### src/hw/rtl/tte_pkg.sv
// Package for the tabbed text extent block: field widths, control byte codes,
// register indexes and reset values, and a saturating helper.
// No dependencies; compile before every other file of the block.
`default_nettype none

package tte_pkg;

  localparam int unsigned TTE_BYTE_W = 8;
  localparam int unsigned TTE_POS_W  = 16;
  localparam int unsigned TTE_CFG_IW = 2;
  localparam int unsigned TTE_TAB_STOP_CHARS = 8;

  // Control bytes decoded by the pen tracking.
  localparam logic [TTE_BYTE_W-1:0] CH_NUL = 8'h00;
  localparam logic [TTE_BYTE_W-1:0] CH_BEL = 8'h07;
  localparam logic [TTE_BYTE_W-1:0] CH_BS  = 8'h08;
  localparam logic [TTE_BYTE_W-1:0] CH_TAB = 8'h09;
  localparam logic [TTE_BYTE_W-1:0] CH_LF  = 8'h0A;
  localparam logic [TTE_BYTE_W-1:0] CH_VT  = 8'h0B;
  localparam logic [TTE_BYTE_W-1:0] CH_CR  = 8'h0D;

  // Configuration register indexes.
  localparam logic [TTE_CFG_IW-1:0] REG_CHAR_WIDTH      = 2'd0;
  localparam logic [TTE_CFG_IW-1:0] REG_WIDE_CHAR_WIDTH = 2'd1;
  localparam logic [TTE_CFG_IW-1:0] REG_CHAR_HEIGHT     = 2'd2;

  localparam logic [TTE_BYTE_W-1:0] RST_CHAR_WIDTH      = 8'd8;
  localparam logic [TTE_BYTE_W-1:0] RST_WIDE_CHAR_WIDTH = 8'd0;
  localparam logic [TTE_BYTE_W-1:0] RST_CHAR_HEIGHT     = 8'd16;

  // Clamp a 17-bit sum to the 16-bit position range.
  function automatic logic [TTE_POS_W-1:0] tte_sat(input logic [TTE_POS_W:0] s);
    return s[TTE_POS_W] ? {TTE_POS_W{1'b1}} : s[TTE_POS_W-1:0];
  endfunction

endpackage

`default_nettype wire

### src/hw/rtl/tte_if.sv
// Handshake interfaces of the tabbed text extent block: the byte channel and
// the extent result channel. Depends on tte_pkg for the field widths.
`default_nettype none

interface tte_in_if import tte_pkg::*; ();
  logic                  valid;
  logic                  ready;
  logic [TTE_BYTE_W-1:0] text_byte;
  logic                  is_last;

  modport source (output valid, text_byte, is_last, input ready);
  modport sink   (input valid, text_byte, is_last, output ready);
endinterface

interface tte_out_if import tte_pkg::*; ();
  logic                 valid;
  logic                 ready;
  logic [TTE_POS_W-1:0] extent_width;
  logic [TTE_POS_W-1:0] extent_height;

  modport source (output valid, extent_width, extent_height, input ready);
  modport sink   (input valid, extent_width, extent_height, output ready);
endinterface

`default_nettype wire

### src/hw/rtl/tabbed_text_extent.sv
// Top level of the tabbed text extent block: pen tracking, a bit-serial tab
// divider under a small sequencer, and the result register.
// Depends on tte_pkg and the interfaces in tte_if.sv.
//
//  channel  | dir | handshake          | word
//  ---------+-----+--------------------+--------------------------------
//  in_ch    | in  | valid/ready        | text_byte[7:0], is_last
//  out_ch   | out | valid/ready        | extent_width[15:0], extent_height[15:0]
//  cfg      | in  | cfg_we, no wait    | cfg_index[1:0], cfg_wdata[7:0]
//
// An ordinary byte is handled as it is taken; a last byte then goes on to load
// the result register. A tab is taken, then runs 16 steps of the restoring
// divider (one quotient bit each), one multiply and one add.
// Reset is synchronous and active low; it clears the pen, the extent, the
// sequencer and the result valid flag, and loads the register defaults.
// The input is held off while a tab is divided, multiplied out and added, and
// while a finished extent waits for the result register to empty.
`default_nettype none

module tabbed_text_extent import tte_pkg::*; #(
  parameter int unsigned TAB_STOP_CHARS = TTE_TAB_STOP_CHARS
) (
  input  wire logic                  clk,
  input  wire logic                  rst_n,
  tte_in_if.sink                     in_ch,
  tte_out_if.source                  out_ch,
  input  wire logic                  cfg_we,
  input  wire logic [TTE_CFG_IW-1:0] cfg_index,
  input  wire logic [TTE_BYTE_W-1:0] cfg_wdata
);

  localparam int unsigned MW = $clog2(TAB_STOP_CHARS + 1);
  localparam int unsigned PW = MW + TTE_BYTE_W;
  localparam logic [MW-1:0] TAB_N = MW'(TAB_STOP_CHARS);

  typedef enum logic [4:0] {
    S_IDLE = 5'b00001,
    S_DIV  = 5'b00010,
    S_MUL  = 5'b00100,
    S_ADD  = 5'b01000,
    S_EMIT = 5'b10000
  } state_t;

  state_t state_r, state_nxt;

  logic [TTE_BYTE_W-1:0] cw_r, wcw_r, ch_r;

  logic [TTE_POS_W-1:0] pen_x_r, pen_x_nxt, pen_y_r, pen_y_nxt;
  logic [TTE_POS_W-1:0] max_x_r, max_x_nxt, max_y_r, max_y_nxt;
  logic                 lead_r, lead_nxt;
  logic                 last_r, last_nxt;

  // Divider and tab-stop arithmetic.
  logic [TTE_POS_W-1:0]  dvd_r, dvd_nxt;
  logic [TTE_BYTE_W-1:0] rem_r, rem_nxt;
  logic [MW-1:0]         tab_m_r, tab_m_nxt;
  logic [3:0]            cnt_r, cnt_nxt;
  logic [PW-1:0]         prod_r, prod_nxt;

  logic                  out_valid_r;
  logic [TTE_POS_W-1:0]  out_w_r, out_h_r;

  logic                  in_acc, emit_go, hb, consumed;
  logic [TTE_BYTE_W-1:0] pend_w;
  logic [TTE_POS_W-1:0]  x1, mx1, x2, mx2, bs_x, y_adv, my_adv, xt, mxt;
  logic [TTE_BYTE_W:0]   div_try, div_d;
  logic                  div_ge;
  logic [MW:0]           m2;

  assign in_ch.ready   = (state_r == S_IDLE);
  assign in_acc        = in_ch.valid && in_ch.ready;
  assign emit_go       = (state_r == S_EMIT) && (!out_valid_r || out_ch.ready);
  assign out_ch.valid  = out_valid_r;
  assign out_ch.extent_width  = out_w_r;
  assign out_ch.extent_height = out_h_r;

  // A pending lead resolves first; a high byte pairs with it, others then act.
  assign hb       = in_ch.text_byte[TTE_BYTE_W-1];
  assign consumed = lead_r && hb;
  assign pend_w   = hb ? wcw_r : cw_r;
  assign x1  = lead_r ? tte_sat({1'b0, pen_x_r} + {9'b0, pend_w}) : pen_x_r;
  assign mx1 = (x1 > max_x_r) ? x1 : max_x_r;
  assign x2  = tte_sat({1'b0, x1} + {9'b0, cw_r});
  assign mx2 = (x2 > mx1) ? x2 : mx1;
  assign bs_x = (x1 > {8'b0, cw_r}) ? (x1 - {8'b0, cw_r}) : '0;
  assign y_adv  = tte_sat({1'b0, pen_y_r} + {9'b0, ch_r});
  assign my_adv = (y_adv > max_y_r) ? y_adv : max_y_r;

  // One restoring step; the quotient bit also folds into the tab-stop index.
  assign div_try = {rem_r, dvd_r[TTE_POS_W-1]};
  assign div_d   = div_try - {1'b0, cw_r};
  assign div_ge  = (div_try >= {1'b0, cw_r});
  assign m2      = {tab_m_r, div_ge};

  assign xt  = tte_sat({1'b0, pen_x_r} + (TTE_POS_W+1)'(prod_r));
  assign mxt = (xt > max_x_r) ? xt : max_x_r;

  always_comb begin
    state_nxt = state_r;
    pen_x_nxt = pen_x_r;
    pen_y_nxt = pen_y_r;
    max_x_nxt = max_x_r;
    max_y_nxt = max_y_r;
    lead_nxt  = lead_r;
    last_nxt  = last_r;
    dvd_nxt   = dvd_r;
    rem_nxt   = rem_r;
    tab_m_nxt = tab_m_r;
    cnt_nxt   = cnt_r;
    prod_nxt  = prod_r;
    unique case (state_r)
      S_IDLE: begin
        if (in_acc) begin
          pen_x_nxt = x1;
          max_x_nxt = mx1;
          lead_nxt  = 1'b0;
          last_nxt  = in_ch.is_last;
          if (in_ch.is_last) begin
            state_nxt = S_EMIT;
          end
          if (!consumed) begin
            if (hb) begin
              if (in_ch.is_last) begin
                pen_x_nxt = x2;
                max_x_nxt = mx2;
              end else begin
                lead_nxt = 1'b1;
              end
            end else begin
              unique case (in_ch.text_byte)
                CH_NUL, CH_BEL: begin
                end
                CH_BS: begin
                  pen_x_nxt = bs_x;
                end
                CH_LF: begin
                  pen_y_nxt = y_adv;
                  max_y_nxt = my_adv;
                  pen_x_nxt = '0;
                end
                CH_CR: begin
                  pen_x_nxt = '0;
                end
                CH_VT: begin
                  pen_y_nxt = y_adv;
                  max_y_nxt = my_adv;
                end
                CH_TAB: begin
                  if (cw_r != '0) begin
                    dvd_nxt   = x1;
                    rem_nxt   = '0;
                    tab_m_nxt = '0;
                    cnt_nxt   = '0;
                    state_nxt = S_DIV;
                  end
                end
                default: begin
                  pen_x_nxt = x2;
                  max_x_nxt = mx2;
                end
              endcase
            end
          end
        end
      end
      S_DIV: begin
        dvd_nxt   = {dvd_r[TTE_POS_W-2:0], 1'b0};
        rem_nxt   = div_ge ? div_d[TTE_BYTE_W-1:0] : div_try[TTE_BYTE_W-1:0];
        tab_m_nxt = (m2 >= {1'b0, TAB_N}) ? MW'(m2 - {1'b0, TAB_N}) : m2[MW-1:0];
        cnt_nxt   = cnt_r + 4'd1;
        if (cnt_r == 4'd15) begin
          state_nxt = S_MUL;
        end
      end
      S_MUL: begin
        prod_nxt  = {{TTE_BYTE_W{1'b0}}, TAB_N - tab_m_r} * {{MW{1'b0}}, cw_r};
        state_nxt = S_ADD;
      end
      S_ADD: begin
        pen_x_nxt = xt;
        max_x_nxt = mxt;
        state_nxt = last_r ? S_EMIT : S_IDLE;
      end
      S_EMIT: begin
        if (emit_go) begin
          pen_x_nxt = '0;
          pen_y_nxt = '0;
          max_x_nxt = '0;
          max_y_nxt = '0;
          lead_nxt  = 1'b0;
          state_nxt = S_IDLE;
        end
      end
      default: begin
        state_nxt = S_IDLE;
      end
    endcase
  end

  always_ff @(posedge clk) begin
    if (!rst_n) begin
      state_r <= S_IDLE;
      pen_x_r <= '0;
      pen_y_r <= '0;
      max_x_r <= '0;
      max_y_r <= '0;
      lead_r  <= 1'b0;
      last_r  <= 1'b0;
      tab_m_r <= '0;
      rem_r   <= '0;
      cnt_r   <= '0;
    end else begin
      state_r <= state_nxt;
      pen_x_r <= pen_x_nxt;
      pen_y_r <= pen_y_nxt;
      max_x_r <= max_x_nxt;
      max_y_r <= max_y_nxt;
      lead_r  <= lead_nxt;
      last_r  <= last_nxt;
      tab_m_r <= tab_m_nxt;
      rem_r   <= rem_nxt;
      cnt_r   <= cnt_nxt;
    end
  end

  always_ff @(posedge clk) begin
    dvd_r  <= dvd_nxt;
    prod_r <= prod_nxt;
  end

  always_ff @(posedge clk) begin
    if (!rst_n) begin
      cw_r  <= RST_CHAR_WIDTH;
      wcw_r <= RST_WIDE_CHAR_WIDTH;
      ch_r  <= RST_CHAR_HEIGHT;
    end else if (cfg_we) begin
      unique case (cfg_index)
        REG_CHAR_WIDTH:      cw_r  <= cfg_wdata;
        REG_WIDE_CHAR_WIDTH: wcw_r <= cfg_wdata;
        REG_CHAR_HEIGHT:     ch_r  <= cfg_wdata;
        default: begin
        end
      endcase
    end
  end

  // Result register: a finished extent moves in only when the slot is free or emptying.
  always_ff @(posedge clk) begin
    if (!rst_n) begin
      out_valid_r <= 1'b0;
    end else if (emit_go) begin
      out_valid_r <= 1'b1;
    end else if (out_ch.ready) begin
      out_valid_r <= 1'b0;
    end
  end

  always_ff @(posedge clk) begin
    if (emit_go) begin
      out_w_r <= max_x_r;
      out_h_r <= max_y_r;
    end
  end

  a_pen_in_extent: assert property (@(posedge clk) disable iff (!rst_n)
    (pen_x_r <= max_x_r) && (pen_y_r <= max_y_r))
    else $error("pen position lies outside the recorded extent");

  a_rem_below_width: assert property (@(posedge clk) disable iff (!rst_n)
    (state_r == S_DIV) |-> (rem_r < cw_r))
    else $error("divider remainder not below the char width");

  a_tab_index_range: assert property (@(posedge clk) disable iff (!rst_n)
    tab_m_r < TAB_N)
    else $error("tab-stop index out of range");

  a_last_clears_lead: assert property (@(posedge clk) disable iff (!rst_n)
    (in_acc && in_ch.is_last) |=> !lead_r)
    else $error("lead byte left pending after the last byte");

  a_emit_clears: assert property (@(posedge clk) disable iff (!rst_n)
    emit_go |=> (max_x_r == '0) && (max_y_r == '0) && out_valid_r)
    else $error("extent not cleared or result not loaded after emit");

endmodule

`default_nettype wire
### src/flat_wrapper.sv
// flat-port wrapper written by rule: the top's interface ports become plain ports
module tabbed_text_extent_flat import tte_pkg::*;
#(
  parameter int unsigned TAB_STOP_CHARS = TTE_TAB_STOP_CHARS
)
  (clk, rst_n, cfg_we, cfg_index, cfg_wdata, in_ch_valid, in_ch_text_byte, in_ch_is_last, in_ch_ready, out_ch_valid, out_ch_extent_width, out_ch_extent_height, out_ch_ready);
  tte_in_if in_ch_i ();
  tte_out_if out_ch_i ();
  input  wire logic clk;
  input  wire logic rst_n;
  input  wire logic cfg_we;
  input  wire logic [TTE_CFG_IW-1:0] cfg_index;
  input  wire logic [TTE_BYTE_W-1:0] cfg_wdata;
  input wire logic [$bits(in_ch_i.valid)-1:0] in_ch_valid;
  input wire logic [$bits(in_ch_i.text_byte)-1:0] in_ch_text_byte;
  input wire logic [$bits(in_ch_i.is_last)-1:0] in_ch_is_last;
  output wire logic [$bits(in_ch_i.ready)-1:0] in_ch_ready;
  output wire logic [$bits(out_ch_i.valid)-1:0] out_ch_valid;
  output wire logic [$bits(out_ch_i.extent_width)-1:0] out_ch_extent_width;
  output wire logic [$bits(out_ch_i.extent_height)-1:0] out_ch_extent_height;
  input wire logic [$bits(out_ch_i.ready)-1:0] out_ch_ready;
  assign in_ch_i.valid = in_ch_valid;
  assign in_ch_i.text_byte = in_ch_text_byte;
  assign in_ch_i.is_last = in_ch_is_last;
  assign in_ch_ready = in_ch_i.ready;
  assign out_ch_valid = out_ch_i.valid;
  assign out_ch_extent_width = out_ch_i.extent_width;
  assign out_ch_extent_height = out_ch_i.extent_height;
  assign out_ch_i.ready = out_ch_ready;
  tabbed_text_extent #(.TAB_STOP_CHARS(TAB_STOP_CHARS)) u_core (.clk(clk), .rst_n(rst_n), .in_ch(in_ch_i), .out_ch(out_ch_i), .cfg_we(cfg_we), .cfg_index(cfg_index), .cfg_wdata(cfg_wdata));
endmodule
### config.mk
export PLATFORM = sky130hd
export DESIGN_NAME = tabbed_text_extent_flat
export DESIGN_NICKNAME = d
export VERILOG_FILES = /design/src/hw/rtl/tte_pkg.sv /design/src/hw/rtl/tte_if.sv /design/src/hw/rtl/tabbed_text_extent.sv /design/src/flat_wrapper.sv
export SDC_FILE = /design/constraint.sdc
export NUM_CORES = 1
export LEC_CHECK = 0
export BUFFER_PORTS_ARGS = -buffer_cell sky130_fd_sc_hd__buf_2
export CAP_MARGIN = 20
export CORE_UTILIZATION = 40
export CTS_CLUSTER_DIAMETER = 60
export DETAILED_ROUTE_END_ITERATION = 10
export PLACE_DENSITY_LB_ADDON = 0.25
export SYNTH_ARGS = -nofsm -noshare
export SYNTH_HDL_FRONTEND = slang
export SYNTH_SLANG_ARGS = --single-unit
export TNS_END_PERCENT = 20
### constraint.sdc
create_clock -name clk -period 9.3 [get_ports clk]
set_input_delay 0.93 -clock clk [delete_from_list [all_inputs] [get_ports clk]]
set_output_delay 0.93 -clock clk [all_outputs]
set_load 0.02 [all_outputs]
# After elaboration in Yosys (flattened, before gate mapping)
# Index checks and enable logic that the tools add are counted.
[classes] add_sub_neg=9 mul=1 order_cmp=7 n_eq_ne=24 muxes=73 n_reduce_logical=27
[ops] op="2-to-1 mux 16 bit" n=33
[ops] op="one-hot mux 16 bit (3 select lines)" n=3
[ops] op="one-hot mux 16 bit (2 select lines)" n=3
[ops] op="> comparator 16 bit" n=4
[ops] op="2-to-1 mux 8 bit" n=7
[ops] op="adder 16 x 8 -> 17 bit" n=3
[ops] op="2-to-1 mux 5 bit" n=9
[ops] op="equality test 8 x 4 -> 1 bit, second input constant" n=5
[ops] op="one-hot mux 5 bit (5 select lines)" n=1
[ops] op="2-to-1 mux 4 bit" n=6
[ops] op="adder 16 x 12 -> 17 bit" n=1
[ops] op="> comparator 16 x 8 -> 1 bit" n=1
[ops] op="one-hot mux 4 bit (2 select lines)" n=2
[ops] op="one-hot mux 8 bit (2 select lines)" n=1
[ops] op="subtractor 16 x 8 -> 16 bit" n=1
[ops] op="!= test 2 bit, second input constant" n=7
[ops] op="multiplier 4 x 8 -> 12 bit" n=1
[ops] op="AND reduction 6 bit" n=2
[ops] op=">= comparator 9 x 8 -> 1 bit" n=1
[ops] op="AND reduction 3 bit" n=3
[ops] op="equality test 8 x 3 -> 1 bit, second input constant" n=1
[ops] op="logical NOT 8 bit" n=1
[ops] op="AND reduction 2 bit" n=4
[ops] op="nonzero test 8 bit" n=1
[ops] op="27 further kinds" n=40
[totals] regBits=172 in_bits=24 output_inout_bits=34 wordCells=159

# Logic depth before layout (Yosys ltp)
# Gate-level depths: netlist (run 1).
[logic_depth] word_depth=13 ltp_mapped=34 depth_no_buf=31

# Least setup slack after synthesis (run 1)
# No wires, ideal clock.
[synth_path] path_kind="input to register" from="input port in_ch_text_byte[7]" to="register u_core.max_x_r[13]" setup_time_ps=119 t_arrival_ps=7837 t_required_ps=9181 setup_slack_ps=1344 stages=31 path_buffers=5 path_cell_list="clkbuf_1 buf_1 mux2_2 ha_1 fa_1 a211oi_1 o21ai_0 a21oi_1 o21ai_1 o22a_1 ha_1 clkbuf_1 o21bai_1 a21oi_1 o21ai_0 or4b_4 nor3_2 nand3_2 buf_2 nand2_1 ha_1 a21o_1 a21o_1 a21o_1 a21oi_1 nor2b_1 o311ai_0 clkbuf_1 o21bai_1 a21oi_1 o221a_2"
[synth_via] elab_chain_len=13 word_cells_on_any_way=25 classes_between="add/sub: 2; order compare: 2; eq/ne: 6; mux: 12; reduce/logical: 3"
[synth_lines] element="start, declared" line_no="flat_wrapper.sv:15" source="input wire logic [$bits(in_ch_i.text_byte)-1:0] in_ch_text_byte;"
[synth_lines] element="2-to-1 mux 8 bit" line_no="tabbed_text_extent.sv:80" source="assign pend_w = hb ? wcw_r : cw_r;"
[synth_lines] element="adder 16 x 8 -> 17 bit" line_no="tabbed_text_extent.sv:81" source="assign x1 = lead_r ? tte_sat({1'b0, pen_x_r} + {9'b0, pend_w}) : pen_x_r;"
[synth_lines] element="2-to-1 mux 16 bit" line_no="tte_pkg.sv:33" source="return s[TTE_POS_W] ? {TTE_POS_W{1'b1}} : s[TTE_POS_W-1:0];"
[synth_lines] element="2-to-1 mux 16 bit" line_no="tabbed_text_extent.sv:81"
[synth_lines] element="adder 16 x 8 -> 17 bit or > comparator 16 bit (tied branches)" line_no="tabbed_text_extent.sv:83, tabbed_text_extent.sv:82"
[synth_lines] element="2-to-1 mux 16 bit, on equally long branches" line_no="tte_pkg.sv:33, tabbed_text_extent.sv:82"
[synth_lines] element="> comparator 16 bit" line_no="tabbed_text_extent.sv:84" source="assign mx2 = (x2 > mx1) ? x2 : mx1;"
[synth_lines] element="2-to-1 mux 16 bit" line_no="tabbed_text_extent.sv:84"
[synth_lines] element="2-to-1 mux 16 bit, on equally long branches" line_no="tabbed_text_extent.sv:130, tabbed_text_extent.sv:123"
[synth_lines] element="2-to-1 mux 16 bit" line_no="tabbed_text_extent.sv:122" source="if (hb) begin"
[synth_lines] element="2-to-1 mux 16 bit *" line_no="tabbed_text_extent.sv:121" source="if (!consumed) begin"
[synth_lines] element="2-to-1 mux 16 bit *" line_no="tabbed_text_extent.sv:113" source="if (in_acc) begin"
[synth_lines] element="one-hot mux 16 bit (3 select lines) *" line_no="tabbed_text_extent.sv:111" source="unique case (state_r)"
[synth_lines] element="end signal, assigned" line_no="tabbed_text_extent.sv:216" source="max_x_r <= max_x_nxt;"
[synth_lines] element="end, declared" line_no="tabbed_text_extent.sv:49" source="logic [TTE_POS_W-1:0] max_x_r, max_x_nxt, max_y_r, max_y_nxt;"
# Every way passes the cells marked *; elsewhere a longest branch is shown, timed or not. The select of a mux whose other input is x is not followed.
# A chain may end at the register's enable or synchronous reset.

# Final worst setup path (run 1)
[layout_path] from="register u_core.cw_r[3]" to="register u_core.max_x_r[2]"
[layout_via] elab_chain_len=13 word_cells_on_any_way=16 classes_between="add/sub: 2; order compare: 2; mux: 12"
[layout_lines] element="start, declared" line_no="tabbed_text_extent.sv:46" source="logic [TTE_BYTE_W-1:0] cw_r, wcw_r, ch_r;"
[layout_lines] element="start signal, assigned" line_no="tabbed_text_extent.sv:238" source="REG_CHAR_WIDTH: cw_r <= cfg_wdata;"
[layout_lines] element="2-to-1 mux 8 bit" line_no="tabbed_text_extent.sv:80"
[layout_lines] element="adder 16 x 8 -> 17 bit" line_no="tabbed_text_extent.sv:81"
[layout_lines] element="2-to-1 mux 16 bit" line_no="tte_pkg.sv:33"
[layout_lines] element="2-to-1 mux 16 bit" line_no="tabbed_text_extent.sv:81"
[layout_lines] element="adder 16 x 8 -> 17 bit or > comparator 16 bit (tied branches)" line_no="tabbed_text_extent.sv:83, tabbed_text_extent.sv:82"
[layout_lines] element="2-to-1 mux 16 bit, on equally long branches" line_no="tte_pkg.sv:33, tabbed_text_extent.sv:82"
[layout_lines] element="> comparator 16 bit" line_no="tabbed_text_extent.sv:84"
[layout_lines] element="2-to-1 mux 16 bit" line_no="tabbed_text_extent.sv:84"
[layout_lines] element="2-to-1 mux 16 bit, on equally long branches" line_no="tabbed_text_extent.sv:130, tabbed_text_extent.sv:123"
[layout_lines] element="2-to-1 mux 16 bit" line_no="tabbed_text_extent.sv:122"
[layout_lines] element="2-to-1 mux 16 bit *" line_no="tabbed_text_extent.sv:121"
[layout_lines] element="2-to-1 mux 16 bit *" line_no="tabbed_text_extent.sv:113"
[layout_lines] element="one-hot mux 16 bit (3 select lines) *" line_no="tabbed_text_extent.sv:111"
# Marked as above.

==> metrics.yaml, run 1 <==
initial_core_util: 0.409
slew_violations: 0
synth_common_cells: "nor2_1 (166), nand2_1 (164), ha_1 (134)"
dr_total_vias: 12300
drive_gt1_frac: 0.101
power.density_mw_per_mm2: 245
regArea_sq_mm: 0.00404
cts_num_sinks: 172
syn-num-nets: 1789
p_total_w: 0.00363
required_ns: 9.63
grt_pass1_vias: 11500
grt_start_max_net_pins: 75
drt_iter0_markers: 1095
die_width_microns: 185
routed_wl_microns: 42600
cts_resized: 0
setup_viol: 0
cts_made_buffers: 17
clockBufferDepth: 2
multi_input_area_sq_mm: 0.00877
max-slew-margin-rel: 0.309
synth_cell_types: 88
core_area_sq_mm: 0.0328
rows: 66
synthFlopType: "dfxtp_1"
routedWlPerCell_microns: 20.3
synth_warnings: 0
period_share: 0.857
syn_area_per_cell_sq_um: 8.32
reg2reg_depth: 29
grt_setup_unrepaired: "no"
status: "completed"
drt_pass1_iterations: 6
max_freq_mhz: 125
grtUsageTotal: 0.255
syn_inst: 1613
drc: 0
vias_per_cell: 5.86
ant_nets: 0
portBuffers: 57
clkSlewWorstSetupHoldPaths_ns: 0.08
min_to: "u_core.out_ch.extent_height[14]"
synth_top_area_frac: 0.167
yosysSeqAreaShare: 0.301
cpMaxStageDelayCell: "o21ai_1"
antenna_found_initial: 0
hold_path_depth: 0
fin_setup_tns_ns: 0
cts_max_level: 4
area_delta_synth_final_pct: 10.4
leakagePower_nw: 6.31
io-pin-count: 58
synth_edf_count: 60
syn_area_sq_mm: 0.0134
cts_tree: "yes"
worst_pin_slew_ns: 1.03
reg2reg_from: "u_core.cw_r[3]"
dp_slack_ns: 1.06
grt_overflow: 0
num-fill-cells: 3279
synth-seq-cells: 172
ir_worst_vdd_v: 0.000157
grt_pass1_wl_microns: 66000
path_class: "register to register"
gp_congestion: 0.986
start_kind: "register"
clock-skew-final_ns: 0.0192
clock_latency_ns: 0.46
critPathMaxFanout: 16
final_cells: 2105
min_path_type: "register to register"
critPathMaxStageDelay_ns: 0.57
postSynth.asyncResetShare: 0
yosys-top-cells-area: "dfxtp_1 (17%), edfxtp_1 (13%), ha_1 (12%), nor2_1 (4.6%), nand2_1 (4.6%)"
dp.cells: 2073
critical_path.endpoint_type: "register"
hold_buffers: 0
hold_violations: 0
nNetsFinal: 1826
hold_start: "u_core.max_y_r[14]"
setup_slack_ns: 1.33
die_area_sq_mm: 0.0343
critPathArrivalTime_ns: 8.30
cp_num_buf_inv: 3
maxCapViolCount: 0
insertedDiodeCount: 0
die_y_microns: 185
post-cts-setup-buffer-count: 0
synth_most_common_cell: "nor2_1"
reg2reg_to: "u_core.max_x_r[2]"
crit_family: "compound AO/OA/AOI/OAI gates"
yosysTopAreaCell: "dfxtp_1"
cts-root-buf: "clkbuf_16"
dp_hpwl_microns: 32300
rrSetupSlack_ns: 1.33
final.min_clock_period_ns: 7.97
==> cells by family (layout without fill, tap and decap cells) <==
kind of cell	Yosys count	in the layout	synth area share
XOR/XNOR	50	50	0.0326
AO/OA/AOI/OAI	462	462	0.222
multiplexers	60	60	0.0461
buffers and inverters	167	217	0.0487
adder cells (fa/ha/maj)	152	152	0.152
AND/OR/NAND/NOR	550	550	0.197
flip-flops	172	172	0.301
==> final cells by class <==
type                       instances  share of cell area
clock buffer                      17              0.0287
multi-input combinational       1274               0.592
sequential                       172               0.273
timing repair buffer              85              0.0334
tap                              442              0.0373
inverter                         100              0.0253
clock inverter                    15              0.0104
==> layer usage <==
layer,up-vias,wire (microns),GRT usage
met5,-,0,0
met4,0,1250,0.0929
met3,71,2740,0.0381
met2,484,18600,0.395
met1,5855,20100,0.356
li1,5932,-,-
==> cell usage in the layout, fill, tap and decap left out, types with 9 or more instances in the layout <==
cell type / synthesis / routed
a31oi_1: 30 / 30
xnor2_1: 36 / 36
nand2b_1: 22 / 22
a211oi_1: 15 / 15
inv_1: 97 / 96
a21o_1: 29 / 29
nand3b_1: 9 / 9
o31ai_1: 14 / 14
nor3_1: 28 / 28
ha_1: 134 / 134
edfxtp_1: 60 / 60
mux2i_1: 46 / 46
o21ai_0: 101 / 101
a221oi_1: 10 / 10
o211ai_1: 15 / 15
a21oi_1: 121 / 120
nor2b_1: 18 / 18
nand2_1: 164 / 164
nand4_1: 23 / 23
buf_4: 2 / 28
buf_2: 8 / 57
o21a_1: 21 / 21
a22oi_1: 12 / 12
o21bai_1: 11 / 11
dfxtp_1: 112 / 112
mux2_2: 14 / 14
nor2_1: 166 / 166
nand3_1: 32 / 32
xor2_1: 14 / 14
and2_1: 27 / 26
fa_1: 18 / 18
clkbuf_16: 0 / 17
==> worst max path at each step <==
stage	slack [ns]	end	startpoint	cells after the start
3_3_place_gp	1.22	u_core.max_x_r[13]	in_ch_text_byte[7]	29
2_1_floorplan	1.34	u_core.max_x_r[13]	in_ch_text_byte[7]	31
3_5_place_dp	1.06	u_core.max_x_r[13]	in_ch_text_byte[7]	29
4_1_cts	1.47	u_core.max_x_r[13]	u_core.cw_r[3]	29
6_report	1.33	u_core.max_x_r[2]	u_core.cw_r[3]	29
5_1_grt	0.74	u_core.max_x_r[13]	u_core.cw_r[1]	30
==> sequential cells by signal, summed over array words and instances (netlist names), 8 cells and up <==
name / flops
u_core.dvd_r: 16
u_core.max_y_r: 16
u_core.out_ch.extent_width: 16
u_core.pen_y_r: 16
u_core.cw_r: 8
u_core.prod_r: 12
u_core.rem_r: 8
u_core.pen_x_r: 16
u_core.max_x_r: 16
u_core.out_ch.extent_height: 16
u_core.wcw_r: 8
u_core.ch_r: 8
==> where the power goes <==
part,switching [W],internal (W)
Combinational,0.00119,0.000761
Sequential,0.000103,0.000859
Clock,0.000359,0.000356
Total,0.00166,0.00198
==> metrics by stage <==
| step | utilization | hold WS (ns) | cell area (sq um) |
|---|---|---|---|
| 4_1_cts | 0.452 | 0.434 | 14800 |
| 6_report | 0.452 | 0.433 | 14800 |
| 2_1_floorplan | - | 0.408 | 13400 |
| 3_3_place_gp | 0.434 | 0.417 | 14200 |
| 3_5_place_dp | 0.434 | 0.416 | 14200 |
| 5_1_grt | 0.452 | 0.445 | 14800 |
Power figures use the tool's default switching activity.
==> run 2, diff against run 1 <==
Settings changed: CORE_UTILIZATION 40 to 60.
==> run 2 against run 1 <==
Utilization up 22 points. Combinational power about the same. Clock skew down 0.0032 ns. Clock power up 2.9%. Via count up 2.3%. Critical path type unchanged. Design area down 1.3%.
==> metrics.yaml, run 2 (synthesized netlist as in run 1, its figures left out) <==
vias_per_cell: 6.50
final_cell_mix: "nor2_1 (166), nand2_1 (164), ha_1 (134)"
cts_max_level: 4
nNetsFinal: 1826
grt_pass1_wl_microns: 63900
gp_congestion: 1.03
switchingPower_w: 0.00166
ir_worst_vdd_v: 0.000184
io-pin-count: 58
p_clk_frac: 0.202
path_common_cell: "a21oi_1"
critPathArrivalTime_ns: 8.26
portBuffers: 57
grtUsageTotal: 0.367
fin_setup_tns_ns: 0
grt_start_max_net_pins: 79
rows: 54
start_kind: "register"
max_freq_mhz: 126
ant_nets: 0
drive_gt1_frac: 0.0998
pwr-share-comb: 0.534
final_common_cell: "nor2_1"
die_y_microns: 152
hold_path_depth: 0
dp.cells: 1911
critPathMaxStageDelay_ns: 0.61
final_cells: 1943
grt_pass1_vias: 11700
cts_resized: 0
fin_util: 0.668
reg2reg_depth: 30
drt_pass1_iterations: 6
dr_total_vias: 12600
min_path_type: "register to register"
required_ns: 9.63
hold_violations: 0
maxCapViolCount: 0
core_area_sq_mm: 0.0219
period_share: 0.853
initial_core_util: 0.613
clock_latency_ns: 0.45
area_delta_synth_final_pct: 8.94
hold_buffers: 0
cts_num_sinks: 172
cts_made_buffers: 17
insertedDiodeCount: 0
swShare: 0.456
seq_power_share: 0.264
clkSlewWorstSetupHoldPaths_ns: 0.08
leakagePower_nw: 6.32
worst_pin_slew_ns: 1.11
path_class: "register to register"
final.min_clock_period_ns: 7.93
critPathMaxFanout: 15
die_area_sq_mm: 0.0230
setup_viol: 0
routedWlPerCell_microns: 21.3
grt_setup_unrepaired: "no"
drc: 0
max-slew-margin-rel: 0.260
cpMaxStageDelayCell: "dfxtp_1"
die_width_microns: 152
grt_overflow: 0
cts-root-buf: "clkbuf_16"
rrSetupSlack_ns: 1.37
dp_hpwl_microns: 31500
hold_slack_ns: 0.437
power.density_mw_per_mm2: 250
antenna_found_initial: 0
routed_wl_microns: 41400
status: "completed"
drt_iter0_markers: 1126
post-cts-setup-buffer-count: 0
critical_path.endpoint_type: "register"
p_int_w: 0.00199
p_total_w: 0.00365
clockBufferDepth: 2
clock-skew-final_ns: 0.0160
slew_violations: 0
cts_tree: "yes"
==> run 2: routing by layer <==
layer	part of all wire	GRT usage	vias to the layer above
li1	-	-	5933
met1	0.42	0.488	5963
met2	0.44	0.578	622
met3	0.095	0.0766	104
met4	0.037	0.153	0
met5	0	0	-
==> run 2: through the flow <==
stage	setup slack (ns)	cell area [sq um]
3_5_place_dp	1.10	14000
6_report	1.37	14600
3_3_place_gp	1.30	14000
2_1_floorplan	1.34	13400
5_1_grt	0.895	14600
4_1_cts	1.54	14600
==> run 2: area by class of cell <==
class                      instances  area (sq um)
sequential                       172          4040
multi-input combinational       1274          8750
clock inverter                    15           173
inverter                         100           375
timing repair buffer              85           503
tap                              280           350
clock buffer                      17           425
fill                            1896          7270
==> run 2: worst paths after layout <==
| path | start | to |
|---|---|---|
| worst min-delay path | u_core.max_y_r[13] | u_core.out_ch.extent_height[13] |
| worst max-delay path | u_core.cw_r[3] | u_core.max_x_r[13] |
| worst min register to register | u_core.max_y_r[13] | u_core.out_ch.extent_height[13] |
| worst max register to register | u_core.cw_r[3] | u_core.max_x_r[13] |
==> run 2: power groups by stage <==
stage	combinational, W	clock (W)	sequential (W)
after floorplan	0.00139	0	0.000927
after global placement	0.00186	0	0.000972
after detailed placement	0.00189	0	0.000973
after CTS	0.00190	0.000736	0.000957
after global routing	0.00214	0.000763	0.000969
final	0.00195	0.000736	0.000964
==> run 2: critical path, delay by kind of cell, from the launching register on <==
family                   cells  cell delay, ns
adder cells (fa/ha/maj)      3            0.97
buffers and inverters        4            1.09
AND/OR/NAND/NOR              6            1.41
flip-flops                   1            0.61
AO/OA/AOI/OAI               17            3.72
